<file path="src/rtl/btm_pkg.sv">
// ----------------------------------------------------------------------------
// btm_pkg
// shared types and constants for the binary trie multiset
// ----------------------------------------------------------------------------
package btm_pkg;

  localparam int VALUE_BITS = 32;
  localparam int POOL_NODES = 65536;
  localparam int COUNT_BITS = 32;
  localparam int NODE_BITS  = $clog2(POOL_NODES);
  localparam int LVL_BITS   = $clog2(VALUE_BITS + 1);
  localparam int IDX_BITS   = $clog2(VALUE_BITS);
  localparam int QDEPTH     = 2;

  typedef logic [NODE_BITS-1:0]  node_t;
  typedef logic [COUNT_BITS-1:0] cnt_t;
  typedef logic [LVL_BITS-1:0]   lvl_t;
  typedef logic [IDX_BITS-1:0]   bidx_t;

  typedef enum logic [2:0] {
    OP_INSERT = 3'd0,
    OP_REMOVE = 3'd1,
    OP_FREQ   = 3'd2,
    OP_CNTLT  = 3'd3,
    OP_KTH    = 3'd4
  } op_t;

  typedef enum logic [2:0] {
    ST_OK       = 3'd0,
    ST_OVER_REM = 3'd1,
    ST_RANK     = 3'd2,
    ST_POOL     = 3'd3,
    ST_OVERFLOW = 3'd4
  } status_t;

  // classified work item handed from front to back
  typedef struct packed {
    logic [2:0]            opcode;
    logic                  nop;
    logic [VALUE_BITS-1:0] value;
    logic [31:0]           amount;
    logic [VALUE_BITS-1:0] xor_mask;
  } work_t;

endpackage

</file>
<file path="src/rtl/btm_if.sv">
// ----------------------------------------------------------------------------
// btm_in_if / btm_out_if
// valid/ready channels for items and results
// ----------------------------------------------------------------------------
interface btm_in_if;
  logic        valid;
  logic        ready;
  logic [2:0]  opcode;
  logic [31:0] value;
  logic [31:0] amount;
  logic [31:0] xor_mask;
  modport source (output valid, opcode, value, amount, xor_mask, input ready);
  modport sink   (input valid, opcode, value, amount, xor_mask, output ready);
endinterface


</file>
<file path="src/rtl/btm_front.sv">
// ----------------------------------------------------------------------------
// btm_front
// accepts item beats, classifies them and queues work for the back end
// ----------------------------------------------------------------------------
module btm_front
  import btm_pkg::*;
(
  input  logic       clk,
  input  logic       rst_n,
  btm_in_if.sink     in_ch,
  output logic       q_valid,
  input  logic       q_pop,
  output work_t      q_head
);

  work_t                    q_mem_r [QDEPTH];
  logic [$clog2(QDEPTH):0]  cnt_r, cnt_nxt;
  logic [$clog2(QDEPTH)-1:0] rd_r, wr_r;
  logic                     push;
  work_t                    w;

  always_comb begin
    w.opcode   = in_ch.opcode;
    w.value    = in_ch.value[VALUE_BITS-1:0];
    w.amount   = in_ch.amount;
    w.xor_mask = in_ch.xor_mask[VALUE_BITS-1:0];
    w.nop      = (in_ch.opcode > OP_KTH) ||
                 ((in_ch.opcode == OP_INSERT || in_ch.opcode == OP_REMOVE) &&
                  in_ch.amount == '0);
  end

  assign in_ch.ready = (cnt_r != ($clog2(QDEPTH)+1)'(QDEPTH));
  assign push        = in_ch.valid && in_ch.ready;
  assign q_valid     = (cnt_r != '0);
  assign q_head      = q_mem_r[rd_r];

  always_comb begin
    cnt_nxt = cnt_r + ($clog2(QDEPTH)+1)'(push) - ($clog2(QDEPTH)+1)'(q_pop);
  end

  always_ff @(posedge clk) begin
    if (!rst_n) begin
      cnt_r <= '0;
      rd_r  <= '0;
      wr_r  <= '0;
    end else begin
      cnt_r <= cnt_nxt;
      if (push) wr_r <= wr_r + 1'b1;
      if (q_pop) rd_r <= rd_r + 1'b1;
    end
  end

  always_ff @(posedge clk) begin
    if (push) q_mem_r[wr_r] <= w;
  end

endmodule

</file>
<file path="src/flat_wrapper.sv">
// flat-port wrapper written by rule: the top's interface ports become plain ports
module btm_front_flat import btm_pkg::*;
  (clk, rst_n, q_valid, q_pop, q_head, in_ch_valid, in_ch_opcode, in_ch_value, in_ch_amount, in_ch_xor_mask, in_ch_ready);
  btm_in_if in_ch_i ();
  input  logic clk;
  input  logic rst_n;
  output logic q_valid;
  input  logic q_pop;
  output work_t q_head;
  input wire logic [$bits(in_ch_i.valid)-1:0] in_ch_valid;
  input wire logic [$bits(in_ch_i.opcode)-1:0] in_ch_opcode;
  input wire logic [$bits(in_ch_i.value)-1:0] in_ch_value;
  input wire logic [$bits(in_ch_i.amount)-1:0] in_ch_amount;
  input wire logic [$bits(in_ch_i.xor_mask)-1:0] in_ch_xor_mask;
  output wire logic [$bits(in_ch_i.ready)-1:0] in_ch_ready;
  assign in_ch_i.valid = in_ch_valid;
  assign in_ch_i.opcode = in_ch_opcode;
  assign in_ch_i.value = in_ch_value;
  assign in_ch_i.amount = in_ch_amount;
  assign in_ch_i.xor_mask = in_ch_xor_mask;
  assign in_ch_ready = in_ch_i.ready;
  btm_front u_core (.clk(clk), .rst_n(rst_n), .in_ch(in_ch_i), .q_valid(q_valid), .q_pop(q_pop), .q_head(q_head));
endmodule
</file>
<file path="config.mk">
export PLATFORM = sky130hd
export DESIGN_NAME = btm_front_flat
export DESIGN_NICKNAME = d
export VERILOG_FILES = /design/src/rtl/btm_pkg.sv /design/src/rtl/btm_if.sv /design/src/rtl/btm_front.sv /design/src/flat_wrapper.sv
export SDC_FILE = /design/constraint.sdc
export NUM_CORES = 1
export LEC_CHECK = 0
export BUFFER_PORTS_ARGS = -buffer_cell sky130_fd_sc_hd__buf_2
export CAP_MARGIN = 0
export CORE_ASPECT_RATIO = 0.7
export CORE_MARGIN = 4
export CORE_UTILIZATION = 55
export DETAILED_ROUTE_END_ITERATION = 7
export GPL_ROUTABILITY_DRIVEN = 0
export PLACE_DENSITY = 0.78
export SYNTH_ARGS = -nofsm -noshare
export SYNTH_HDL_FRONTEND = slang
export SYNTH_SLANG_ARGS = --single-unit
</file>
<file path="constraint.sdc">
create_clock -name clk -period 6.29 [get_ports clk]
set_clock_uncertainty 0.2 [all_clocks]
set_input_delay 0.9435 -clock clk [delete_from_list [all_inputs] [get_ports clk]]
set_output_delay 0.9435 -clock clk [all_outputs]
set_load 0.03 [all_outputs]
</file>
## After elaboration in Yosys (flattened, before gate mapping)

Memories as Yosys holds them, arrays and structs flattened. A register that Yosys moved wholly into a read port is not among the register bits.
Cells that the tools add are included.

- Reduce and logical (&&, ||, !) cells: 7
- Order comparisons: 1
- Add/sub/neg operators: 4
- Equality and inequality tests: 2
- Mux-type cells: 4

Operators with widths:

| operator | number |
|---|---|
| 32-bit logical NOT | 1 |
| 1-bit two-way mux | 4 |
| 3-bit by 1-bit equality test with 1-bit output, second input constant | 1 |
| 3-bit > comparator, second input constant | 1 |
| 3-bit logical NOT | 1 |
| 1-bit adder, second input constant | 2 |
| 2-bit by 1-bit adder with 2-bit output | 1 |
| 1-bit logical AND | 2 |
| 1-bit logical OR | 2 |
| 2-bit != test, second input constant | 1 |
| 2-bit nonzero test | 1 |
| 2-bit by 1-bit subtractor with 2-bit output | 1 |

- Output and inout port bits: 102
- Input bits: 103
- Memories: 1
- Bits in writable memories: 200
- Register bits after elaboration: 4

Memory list:

| name | words | bits a word | read ports | clocked after Yosys merged registers in | write ports | RTL line | source |
|---|---|---|---|---|---|---|---|
| u_core.q_mem_r | 2 | 100 | 1 | 1 | 1 | btm_front.sv:16 | `work_t q_mem_r [QDEPTH];` |

## Longest topological paths before layout

Gate-level depths: netlist (run 1).

- Word-level depth: 4
- Depth in mapped cells: 7
- Gate-level depth less buffers: 7

## Worst setup path before layout (run 1)

Ideal clock, no wire load.

- Kind: input to register
- From: in in_ch_valid
- To: mem u_core.q_mem_r[1][0] (netlist name) (enable)
- Required time: 5,619 ps
- Path slack: 2,310 ps
- Data arrival time: 3,309 ps
- Path buffers: 0
- Stages on the path: 1
- Cells stage by stage: and3_1

- Longest elaborated chain between the ends: 3

Ends and longest elaborated chain:

| item | RTL line | source |
|---|---|---|
| start: declaration | flat_wrapper.sv:10 | `input wire logic [$bits(in_ch_i.valid)-1:0] in_ch_valid;` |
| 1-bit logical AND | btm_front.sv:33 | `assign push = in_ch.valid && in_ch.ready;` |
| 1-bit two-way mux | btm_front.sv:54 | `if (push) q_mem_r[wr_r] <= w;` |
| 1-bit two-way mux (implied by the code) | btm_front.sv:54 |  |
| end: declaration | btm_front.sv:16 |  |

No other way between the ends.

==> run summary, run 1 <==
### Status
- run status: completed

### Placement
- final HPWL from detailed placement: 10.7 mm
- placed standard-cell area: 9130 sq um
- input/output buffers: 204

### STA
- slew of the pin with the lowest slew margin: 0.917 ns
- number of setup violations in the final report: 0
- worst relative slew slack: 38.9%
- TNS Setup: 0 ns
- unrepaired setup endpoints after global routing: no
- number of endpoints with negative hold slack in the final report: 0
- number of max-slew violations in the final report: 0
- final worst-path cycle share: 60.0%
- minimum clock period after layout: 3.77 ns
- highest clock frequency the design can meet: 0.265 GHz

### Power and ir drop
- Power Dens Cells: 385 nW/um^2
- worst supply voltage drop on vdd: 0.216 mV
- leakage: 0.00387 uW

### Routing
- length of the first detailed-routing pass in iterations: 4
- Post-route DRC: 0
- vias per std cell: 5.13
- routed wire length per instance: 19.8 microns
- total number of vias: 3,962
- detailed-route wire length: 15.3 mm
- 1st-iter DRT viols: 252
- number of nets with antenna violations after routing: 0

### GRT
- overall routing resource usage: 17.8%
- initial antenna violation count: 1
- global-route wire length before repair: 22.9 mm
- largest net degree at the start of global routing: 60
- number of global-route vias before repair: 4,134
- sum of overflow across all layers after global routing: 0

### Synth
- Synth Warn #: 0
- Synth Register Bits: 205
- cell area after synthesis: 8040 sq um
- sequential cell area fraction in the yosys report: 75.9%
- average instance area after synthesis: 23.0 sq um
- Netlist cell types: 24
- post-synthesis net count: 455
- cells after synthesis: 350

### Layout
- post-route cell area: 9750 sq um
- Layout area overhead: 21.2%
- share of cells above drive strength 1: 58.8%
- # fillers: 930
- Reg area: 6110 sq um
- antenna diode instance count: 0
- Multi-input gate area: 1720 sq um
- # nets final: 674

### Clock network
- depth of the CTS H-tree: 1
- number of buffers on the longest clock path: 3
- CTS buffer count: 20
- TritonCTS clock tree: yes
- TritonCTS Sinks: 205
- clock-pin slew on the worst setup and hold paths: 0.06 ns
- Post-CTS Hold Buffers: 0
- clock latency at the later pin of the worst-skew pair: 0.47 ns
- post-CTS setup repair buffer count: 0
- number of resized instances in the post-cts repair step: 0
- clock root buffer master: clkbuf_16

### Die
- area of the core: 14,100 sq um
- Die Y-Extent: 109 microns
- num rows: 36
- initial core utilization: 57.1%
- ports placed on the boundary: 205
- die outline width: 153 microns
- overall die area: 16,700 sq um

### Run
- count of max-cap constraint violations: 0

### Hold path
- Worst Min Path Start: u_core.rd_r$_SDFFE_PN0P_
- Hold Path Sink: u_core.rd_r$_SDFFE_PN0P_
- HP Class: reg -> reg
- WHS Path Cells: 2

### Worst setup path
- crit path DAT: 2.63 ns
- Register-to-Register Setup Slack: 3.74 ns
- kind of start point of the critical path: flop
- crit-path max FO: 49
- CP Capture Type: primary output
- path type of the worst setup path: reg -> out
- source of the worst register-to-register timing path: u_core.cnt_r[0]$_SDFF_PN0_
- number of cells on the worst reg-to-reg path: 4
- destination of the worst register-to-register timing path: u_core.q_mem_r[0][1]$_DFFE_PP_
- required time of the critical path: 5.15 ns

[logic make-up after synthesis]
family	synth area share (%)
simple gates	1.63
buf+inv	2.82
compound gates	0.342
flops	75.9
fa+ha+maj	0.311
mux	18.7
xor+xnor	0.327
[critical path: stages (launching register included)]
cell and delay [ns]:
dfxtp_4 0.94, buf_4 0.61, mux2_4 0.35, buf_2 0.18
[flip-flops by register name, summed over array words and instances (netlist names), named ones only]
register        flops
u_core.cnt_r        2
u_core.wr_r         1
u_core.rd_r         1
u_core.q_mem_r    200
[power by group]
group / switching [uW] / leakage [uW] / internal [uW]
registers: 69.3 / 0.00191 / 1730
logic: 525 / 0.00165 / 317
clock network: 455 / 0.000307 / 651
total: 1050 / 0.00387 / 2700
[per-stage QoR]
stage / util (%) / worst slack, ns / instances / total power (uW) / hold WS, ns
after detailed placement: 64.8 / 3.00 / 737 / 2680 / 0.306
after global routing: 69.1 / 2.41 / 773 / 3900 / 0.392
after global placement: 64.8 / 3.04 / 737 / 2660 / 0.298
final: 69.1 / 2.52 / 773 / 3750 / 0.321
after CTS: 69.1 / 2.49 / 773 / 3790 / 0.322
after floorplan: - / 2.31 / 350 / 2460 / 0.280
[cell type report]
type                            instances  share of cell area (%)
Clock buffer                           26                    5.58
Clock inverter                         10                   0.732
Inverter                                4                   0.180
Multi-Input combinational cell        130                    17.6
Sequential cell                       205                    62.7
Tap cell                              190                    2.44
Timing Repair Buffer                  208                    10.8
[routing by layer]
metal / up-vias / GRT usage (%) / routed length [microns] / share of wire (%)
met5: - / 0 / 8 / 0.052
met4: 2 / 3.62 / 237 / 1.5
li1: 1831 / - / - / -
met2: 180 / 28.3 / 7120 / 46
met1: 1926 / 25.4 / 6700 / 44
met3: 23 / 4.84 / 1270 / 8.3
[worst max-delay path by stage]
| stage | from | endpoint | cells past startpoint |
|---|---|---|---|
| final | flop | q_head[33] | 3 |
| after global routing | flop | q_head[62] | 3 |
| after detailed placement | flop | q_head[33] | 3 |
| after global placement | flop | q_head[99] | 3 |
| after CTS | flop | q_head[33] | 3 |
| after floorplan | in_ch_valid | u_core.q_mem_r[1][0]$_DFFE_PP_ | 1 |
[synth_stat cells (all sizes together)]
cell type,number,area [sq um]
nor4,8,62.6
edfxtp,200,6010
nand4,1,6.26
inv,4,15.0
xor2,1,8.76
or2,1,6.26
nor2,4,15.0
o21ai,1,5.00
o31ai,1,7.51
nand2b,1,6.26
nand3,1,5.00
buf,11,211
and3,1,6.26
xnor2,2,17.5
a21oi,1,5.00
mux2,100,1500
nand3b,1,7.51
nand2,1,3.75
ha,2,25.0
a21bo,1,10.0
dfxtp,5,100
and2,2,12.5
[layout by cell type, fill, tap and decap left out]
cell type / count
bufinv_16: 1
or2_2: 1
clkinv_1: 3
xnor2_1: 2
dfxtp_1: 4
nand2b_1: 1
o31ai_1: 1
a21bo_2: 1
inv_1: 3
buf_2: 204
mux2_4: 100
buf_4: 4
a21oi_1: 1
ha_1: 2
o21ai_0: 1
and2_1: 2
xor2_1: 1
nand4_1: 1
nand3b_1: 1
clkbuf_16: 21
clkbuf_1: 5
nor4_2: 2
and3_4: 1
edfxtp_1: 200
nor2_1: 4
nand3_1: 1
clkinv_2: 6
nor4_1: 6
inv_4: 1
dfxtp_4: 1
nand2_1: 1
No activity file was read; power rests on OpenSTA's default activity.
==> run 2: changes to the inputs <==
--- a/config.mk
+++ b/config.mk
@@ -9,10 +9,10 @@
 export CAP_MARGIN = 0
 export CORE_ASPECT_RATIO = 0.7
 export CORE_MARGIN = 4
-export CORE_UTILIZATION = 55
+export CORE_UTILIZATION = 53
 export DETAILED_ROUTE_END_ITERATION = 7
 export GPL_ROUTABILITY_DRIVEN = 0
-export PLACE_DENSITY = 0.78
+export PLACE_DENSITY = 0.76
 export SYNTH_ARGS = -nofsm -noshare
 export SYNTH_HDL_FRONTEND = slang
 export SYNTH_SLANG_ARGS = --single-unit
==> constraint.sdc (replaced) <==
create_clock -name clk -period 3.9 [get_ports clk]
set_clock_uncertainty 0.2 [all_clocks]
set_input_delay 0.585 -clock clk [delete_from_list [all_inputs] [get_ports clk]]
set_output_delay 0.585 -clock clk [all_outputs]
set_load 0.03 [all_outputs]
==> run 2 against run 1 <==
Worst hold slack worse by 0.23 ns. Sequential power is 61% higher. Sequential share of layout area down 0.28 points. Via count shrank 1.3%. Count of clock-buffer cells in the layout is the same. Register-to-register slack got worse by 2.0 ns. Final cell count grew 0.65%.
==> run summary, run 2 (synthesis results as in run 1) <==
### Routing
- 1st-iter DRT viols: 157, -38%
- detailed-route wire length: 14.9 mm, -3.2%
- number of nets with antenna violations after routing: 0, unchanged
- total number of vias: 3,909, -1.3%
- Post-route DRC: 0, unchanged
- length of the first detailed-routing pass in iterations: 4, unchanged
- routed wire length per instance: 19.1 microns, -3.8%
- vias per std cell: 5.02, -2.0%

### STA
- worst hold slack across all endpoints: 0.0936 ns, -0.227 ns
- TNS Setup: 0 ns, unchanged
- number of max-slew violations in the final report: 0, unchanged
- minimum clock period after layout: 3.02 ns
- highest clock frequency the design can meet: 0.332 GHz
- slew of the pin with the lowest slew margin: 0.723 ns, -0.194 ns
- number of endpoints with negative hold slack in the final report: 0, unchanged
- number of setup violations in the final report: 0, unchanged
- unrepaired setup endpoints after global routing: no
- final worst-path cycle share: 77.3%
- worst relative slew slack: 51.8%, +13 points
- setup slack of the critical path after layout: 0.884 ns, -1.63 ns

### Die
- Die Y-Extent: 111 microns, +1.7%
- num rows: 37, +2.8%
- ports placed on the boundary: 205, unchanged
- area of the core: 14,800 sq um, +4.7%
- initial core utilization: 54.5%, -2.6 points
- die outline width: 155 microns, +1.8%
- overall die area: 17,200 sq um, +3.5%

### Power and ir drop
- combinational share of power: 22.7%, +0.2 points
- Power Dens Cells: 619 nW/um^2, +61%
- portion of total power attributed to the clock network: 29.6%, about the same
- worst supply voltage drop on vdd: 0.470 mV, +120%
- internal power: 4360 uW, +62%
- fraction of power spent switching nets: 28.0%, -0.033 points
- leakage: 0.00386 uW, about the same
- net switching power: 1690 uW, +61%
- fraction of power consumed by sequential logic: 47.7%, -0.3 points
- overall power consumption: 6060 uW, +62%

### GRT
- global-route wire length before repair: 22.4 mm, -2.3%
- largest net degree at the start of global routing: 55, -8.3%
- sum of overflow across all layers after global routing: 0, unchanged
- initial antenna violation count: 3, +2
- number of global-route vias before repair: 4,105, -0.70%
- overall routing resource usage: 16.6%, -1.2 points

### Worst setup path
- crit path cell chain: buf_4 -> mux2_4 -> buf_2
- critical path's largest stage delay: 0.65 ns, -0.29 ns
- crit-path max FO: 26, -47%
- required time of the critical path: 3.12 ns, -2.03 ns
- kind of start point of the critical path: flop
- highest-delay cell along the critical path: dfxtp_4
- path type of the worst setup path: reg -> out
- crit path DAT: 2.23 ns, -0.40 ns
- CP Capture Type: primary output

### Layout
- share of cells above drive strength 1: 58.2%, -0.59 points
- Layout area overhead: 21.7%
- commonest non-fill, non-tap cell in the layout: buf_2
- max reg flops: 200, unchanged
- Reg area: 6110 sq um, unchanged
- Multi-input gate area: 1720 sq um, unchanged
- top flop regs: u_core.q_mem_r x200, u_core.cnt_r x2
- # nets final: 674, unchanged
- Largest Register: u_core.q_mem_r
- # fillers: 1,027, +10%
- commonest cells after routing, fill and taps aside: 204 x buf_2, 200 x edfxtp_1, 100 x mux2_4, 21 x clkbuf_16

### Clock network
- CTS buffer count: 20, unchanged
- TritonCTS clock tree: yes
- TritonCTS Sinks: 205, unchanged
- number of buffers on the longest clock path: 3, unchanged
- post-CTS setup repair buffer count: 0, unchanged
- number of resized instances in the post-cts repair step: 0, unchanged
- clock-pin slew on the worst setup and hold paths: 0.06 ns, about the same
- Post-CTS Hold Buffers: 0, unchanged
- depth of the CTS H-tree: 1, unchanged
- clock latency at the later pin of the worst-skew pair: 0.48 ns, about the same
- clock root buffer master: clkbuf_16

### Placement
- final HPWL from detailed placement: 10.3 mm, -3.1%
- input/output buffers: 204, unchanged
- Setup Slack @ Placement: 1.38 ns, -1.62 ns

### Status
- run status: completed

### Hold path
- HP Class: in -> reg

### Run
- count of max-cap constraint violations: 0, unchanged

## run 2: power groups by stage
stage          clock [uW]  combinational, uW  sequential, uW
3_3_place_gp            0               1370            2920
2_1_floorplan           0               1050            2920
6_report             1790               1380            2890
5_1_grt              1950               1460            2910
3_5_place_dp            0               1390            2940
4_1_cts              1830               1400            2890
## run 2: worst paths after layout
path                                    from  cells after the start                              end  slack, ns
setup reg to reg  u_core.cnt_r[0]$_SDFF_PN0_                      4  u_core.q_mem_r[0][96]$_DFFE_PP_       1.70
setup / recovery                        flop                      3                       q_head[29]       0.88
hold reg to reg     u_core.rd_r$_SDFFE_PN0P_                      2                             flop       0.33
hold / removal                in_ch_value[0]                      1  u_core.q_mem_r[1][64]$_DFFE_PP_       0.09
## run 2: cell type report
| class | instances | area share [%] |
|---|---|---|
| antenna | 1 | 0.0256 |
| multi-input combinational | 130 | 17.5 |
| sequential | 205 | 62.4 |
| inverter | 4 | 0.179 |
| clock buffer | 26 | 5.56 |
| timing repair buffer | 208 | 11.1 |
| tap | 195 | 2.49 |
| clock inverter | 9 | 0.703 |
## run 2: metal layers
| metal | vias to the layer above | share of wire (%) | track usage (%) |
|---|---|---|---|
| li1 | 1824 | - | - |
| met1 | 1889 | 41 | 22.0 |
| met2 | 167 | 48 | 27.0 |
| met3 | 23 | 9.5 | 5.74 |
| met4 | 6 | 1.3 | 3.50 |
| met5 | - | 0.31 | 0 |
## run 2: per-stage QoR
step	instances	area, sq um	util [%]
after floorplan	350	8040	-
after global placement	742	9180	62.1
after detailed placement	742	9180	62.1
after CTS	777	9790	66.3
after global routing	777	9790	66.3
final	778	9790	66.3
## run 2: worst max-delay path: cells and delay by family (launching register included)
family	cells	cell delay [ns]
flip-flops	1	0.65
buffers and inverters	2	0.71
multiplexers	1	0.35
==> run 3: changes to the inputs <==
--- a/config.mk
+++ b/config.mk
@@ -5,6 +5,7 @@
 export SDC_FILE = /design/constraint.sdc
 export NUM_CORES = 1
 export LEC_CHECK = 0
+export ABC_AREA = 1
 export BUFFER_PORTS_ARGS = -buffer_cell sky130_fd_sc_hd__buf_2
 export CAP_MARGIN = 0
 export CORE_ASPECT_RATIO = 0.7
==> constraint.sdc (replaced) <==
create_clock -name clk -period 2.8 [get_ports clk]
set_clock_uncertainty 0.2 [all_clocks]
set_input_delay 0.42 -clock clk [delete_from_list [all_inputs] [get_ports clk]]
set_output_delay 0.42 -clock clk [all_outputs]
set_load 0.03 [all_outputs]
==> run 3 against run 2 <==
Routed wire length increased by 12%. Count of clock-buffer cells in the layout increased by 1. Flip-flop and latch count unchanged. Worst hold slack got worse by 0.038 ns. Combinational power increased by 16%. Largest cell class unchanged. Largest power group unchanged. Highest routed layer is now met4.
==> run summary, run 3 <==
### STA
- final worst-path cycle share: 92.1%
- TNS Setup: 0 ns, unchanged
- number of setup violations in the final report: 0, unchanged
- unrepaired setup endpoints after global routing: no
- worst relative slew slack: 66.4%, +15 points
- slew of the pin with the lowest slew margin: 0.505 ns, -0.218 ns
- worst hold slack across all endpoints: 0.0552 ns, -0.0384 ns
- highest clock frequency the design can meet: 0.388 GHz
- number of endpoints with negative hold slack in the final report: 0, unchanged
- minimum clock period after layout: 2.58 ns
- number of max-slew violations in the final report: 0, unchanged

### Synth
- largest cells by area after synthesis: edfxtp_1 74%, mux2_4 19%, buf_12 2.5%
- share of synthesized area spent on multiplexers: 18.6%, -0.067 points
- leading cell type by number of instances after synthesis: edfxtp_1
- dominant combinational cell family by area after synthesis: multiplexers
- most frequent cells after synthesis: 200 x edfxtp_1, 100 x mux2_4, 25 x nor2_1
- number of synthesized flops with an enable pin: 200, unchanged
- library cell with the largest summed area after synthesis: edfxtp_1
- async set-or-reset flop fraction in the synthesized netlist: 0%, unchanged
- sequential cell area fraction in the yosys report: 75.6%, -0.27 points
- fraction of synthesized cell area in xor and xnor cells: 0.108%, -0.22 points
- cells after synthesis: 372, +6.3%
- arithmetic-cell share of the synthesized area counting full adders, half adders and majority gates: 0.310%, -0.0011 points
- compound-gate portion of the synthesized area: 0.372%, +0.030 points
- Synth Register Bits: 205, unchanged
- share of the synthesized area in the top cell type: 74.4%, -0.27 points
- Synth Warn #: 0, unchanged
- Netlist cell types: 17, -29%
- simple-gate area share of the yosys netlist: 2.08%, +0.44 points
- main flop type after synthesis: edfxtp_1
- post-synthesis net count: 477, +4.8%
- average instance area after synthesis: 21.7 sq um, -5.6%
- cell area after synthesis: 8070 sq um, +0.36%

### Hold path
- Worst Min Path Start: q_pop
- WHS Path Cells: 3, +2
- HP Class: in -> reg
- Hold Path Sink: u_core.rd_r$_SDFFE_PN0P_

### Clock network
- TritonCTS clock tree: yes
- TritonCTS Sinks: 205, unchanged
- number of buffers on the longest clock path: 3, unchanged
- CTS buffer count: 20, unchanged
- clock latency at the later pin of the worst-skew pair: 0.47 ns, about the same
- clock root buffer master: clkbuf_16
- post-CTS setup repair buffer count: 0, unchanged
- number of resized instances in the post-cts repair step: 0, unchanged
- depth of the CTS H-tree: 1, unchanged
- clock-pin slew on the worst setup and hold paths: 0.06 ns, about the same

### Worst setup path
- destination of the worst register-to-register timing path: u_core.q_mem_r[1][90]$_DFFE_PP_
- kind of start point of the critical path: flop
- highest-delay cell along the critical path: dfxtp_4
- critical path's largest stage delay: 0.54 ns, -0.11 ns
- Register-to-Register Setup Slack: 1.03 ns, -0.67 ns
- path type of the worst setup path: reg -> out
- CP Capture Type: primary output
- crit path DAT: 1.96 ns, -0.27 ns
- required time of the critical path: 2.18 ns, -0.94 ns
- source of the worst register-to-register timing path: u_core.cnt_r[0]$_SDFF_PN0_
- crit-path max FO: 47, +81%
- number of cells on the worst reg-to-reg path: 5, +1
- crit path cell chain: buf_12 -> mux2_4 -> buf_2

### GRT
- largest net degree at the start of global routing: 66, +20%
- number of global-route vias before repair: 4,780, +16%
- global-route wire length before repair: 25.8 mm, +15%
- initial antenna violation count: 0, -3
- sum of overflow across all layers after global routing: 0, unchanged
- overall routing resource usage: 19.0%, +2.4 points

### Layout
- # nets final: 798, +18%
- Layout area overhead: 35.2%
- Largest Register: u_core.q_mem_r
- commonest cells after routing, fill and taps aside: 204 x buf_2, 200 x edfxtp_1, 100 x mux2_4, 100 x dlygate4sd3_1, 23 x nor2_1
- commonest non-fill, non-tap cell in the layout: buf_2
- max reg flops: 200, unchanged
- top flop regs: u_core.q_mem_r x200, u_core.cnt_r x2
- share of cells above drive strength 1: 49.2%, -9.1 points
- antenna diode instance count: 0, -1

### Die
- num rows: 37, unchanged
- area of the core: 14,800 sq um, +0.31%
- overall die area: 17,300 sq um, +0.33%
- initial core utilization: 54.5%, about the same
- die outline width: 156 microns, +0.17%
- Die Y-Extent: 111 microns, +0.16%
- ports placed on the boundary: 205, unchanged

### Routing
- number of nets with antenna violations after routing: 0, unchanged
- length of the first detailed-routing pass in iterations: 4, unchanged
- Post-route DRC: 0, unchanged
- vias per std cell: 4.93, -1.9%
- total number of vias: 4,439, +14%
- 1st-iter DRT viols: 257, +64%
- detailed-route wire length: 16.6 mm, +12%
- routed wire length per instance: 18.5 microns, -3.3%

### Status
- run status: completed

### Placement
- input/output buffers: 204, unchanged
- final HPWL from detailed placement: 10.2 mm, -1.1%

### Power and ir drop
- leakage: 0.00437 uW, +13%
- overall power consumption: 8150 uW, +34%
- Power Dens Cells: 747 nW/um^2, +21%
- worst supply voltage drop on vdd: 0.560 mV, +19%

### Run
- count of max-cap constraint violations: 0, unchanged

==> run 3: cell count changes in the layout (fill, tap and decap cells not counted), sizes merged, moves of 8 or more <==
cell         change
nor2            +21
dlygate4sd3    +100
nand2           +12
nor4             -8
==> run 3: timing repair <==
action	4_1_cts	5_1_grt
endpoints found under the hold margin	199	0
setup endpoints to repair	0	0
hold buffers	100	0
==> run 3: cells by family after synthesis <==
family / Yosys count
adders and majority gates: 2
and+or+nand+nor: 42
xor gates and xnor gates: 1
muxes: 100
DFF: 205
AOI/OAI and AO/OA: 5
buffers and inverters: 17
==> run 3: critical path: cells and delay by family (launching register included) <==
kind	cells	cell delay [ns]
multiplexers	1	0.34
buffers and inverters	2	0.52
flip-flops	1	0.54
==> run 3: worst max-delay path by stage <==
| stage | from | to | slack, ns |
|---|---|---|---|
| global route | flop | q_head[88] | 0.16 |
| floorplan | u_core.cnt_r[0]$_SDFF_PN0_ | u_core.q_mem_r[1][0]$_DFFE_PP_ | 0.02 |
| finish | flop | q_head[87] | 0.22 |
| CTS | flop | q_head[87] | 0.21 |
| global placement | flop | q_head[69] | 0.75 |
| detailed placement | flop | q_head[78] | 0.71 |
==> run 3: stage by stage <==
step | setup slack (ns) | std cells | util [%] | cell area, sq um
after floorplan | 0.0198 | 372 | - | 8090
after global placement | 0.749 | 766 | 62.4 | 9250
after detailed placement | 0.710 | 766 | 62.4 | 9250
after CTS | 0.208 | 901 | 73.7 | 10900
after global routing | 0.160 | 901 | 73.7 | 10900
final | 0.222 | 901 | 73.7 | 10900
==> run 3: layer usage <==
metal  vias up  share of wire, %  wire (microns)  global-route usage (%)
met5         -                 0               0                       0
met4         0               1.7             276                    3.62
met3        28               9.2            1530                    5.93
met2       198                49            8170                    33.0
met1      2142                40            6670                    23.7
li1       2071                 -               -                       -
==> run 3: where the power goes <==
part / total [uW] / switching [uW] / internal, uW
logic: 1600 / 955 / 648
registers: 3870 / 101 / 3770
clock network: 2680 / 1060 / 1610
total: 8150 / 2120 / 6030
==> run 3: cell type report <==
class	count	area, sq um
tap	195	244
multi-input combinational	150	1750
clock inverter	8	98.8
inverter	6	22.5
fill	868	3900
timing repair buffer	310	2120
sequential	205	6110
clock buffer	27	568
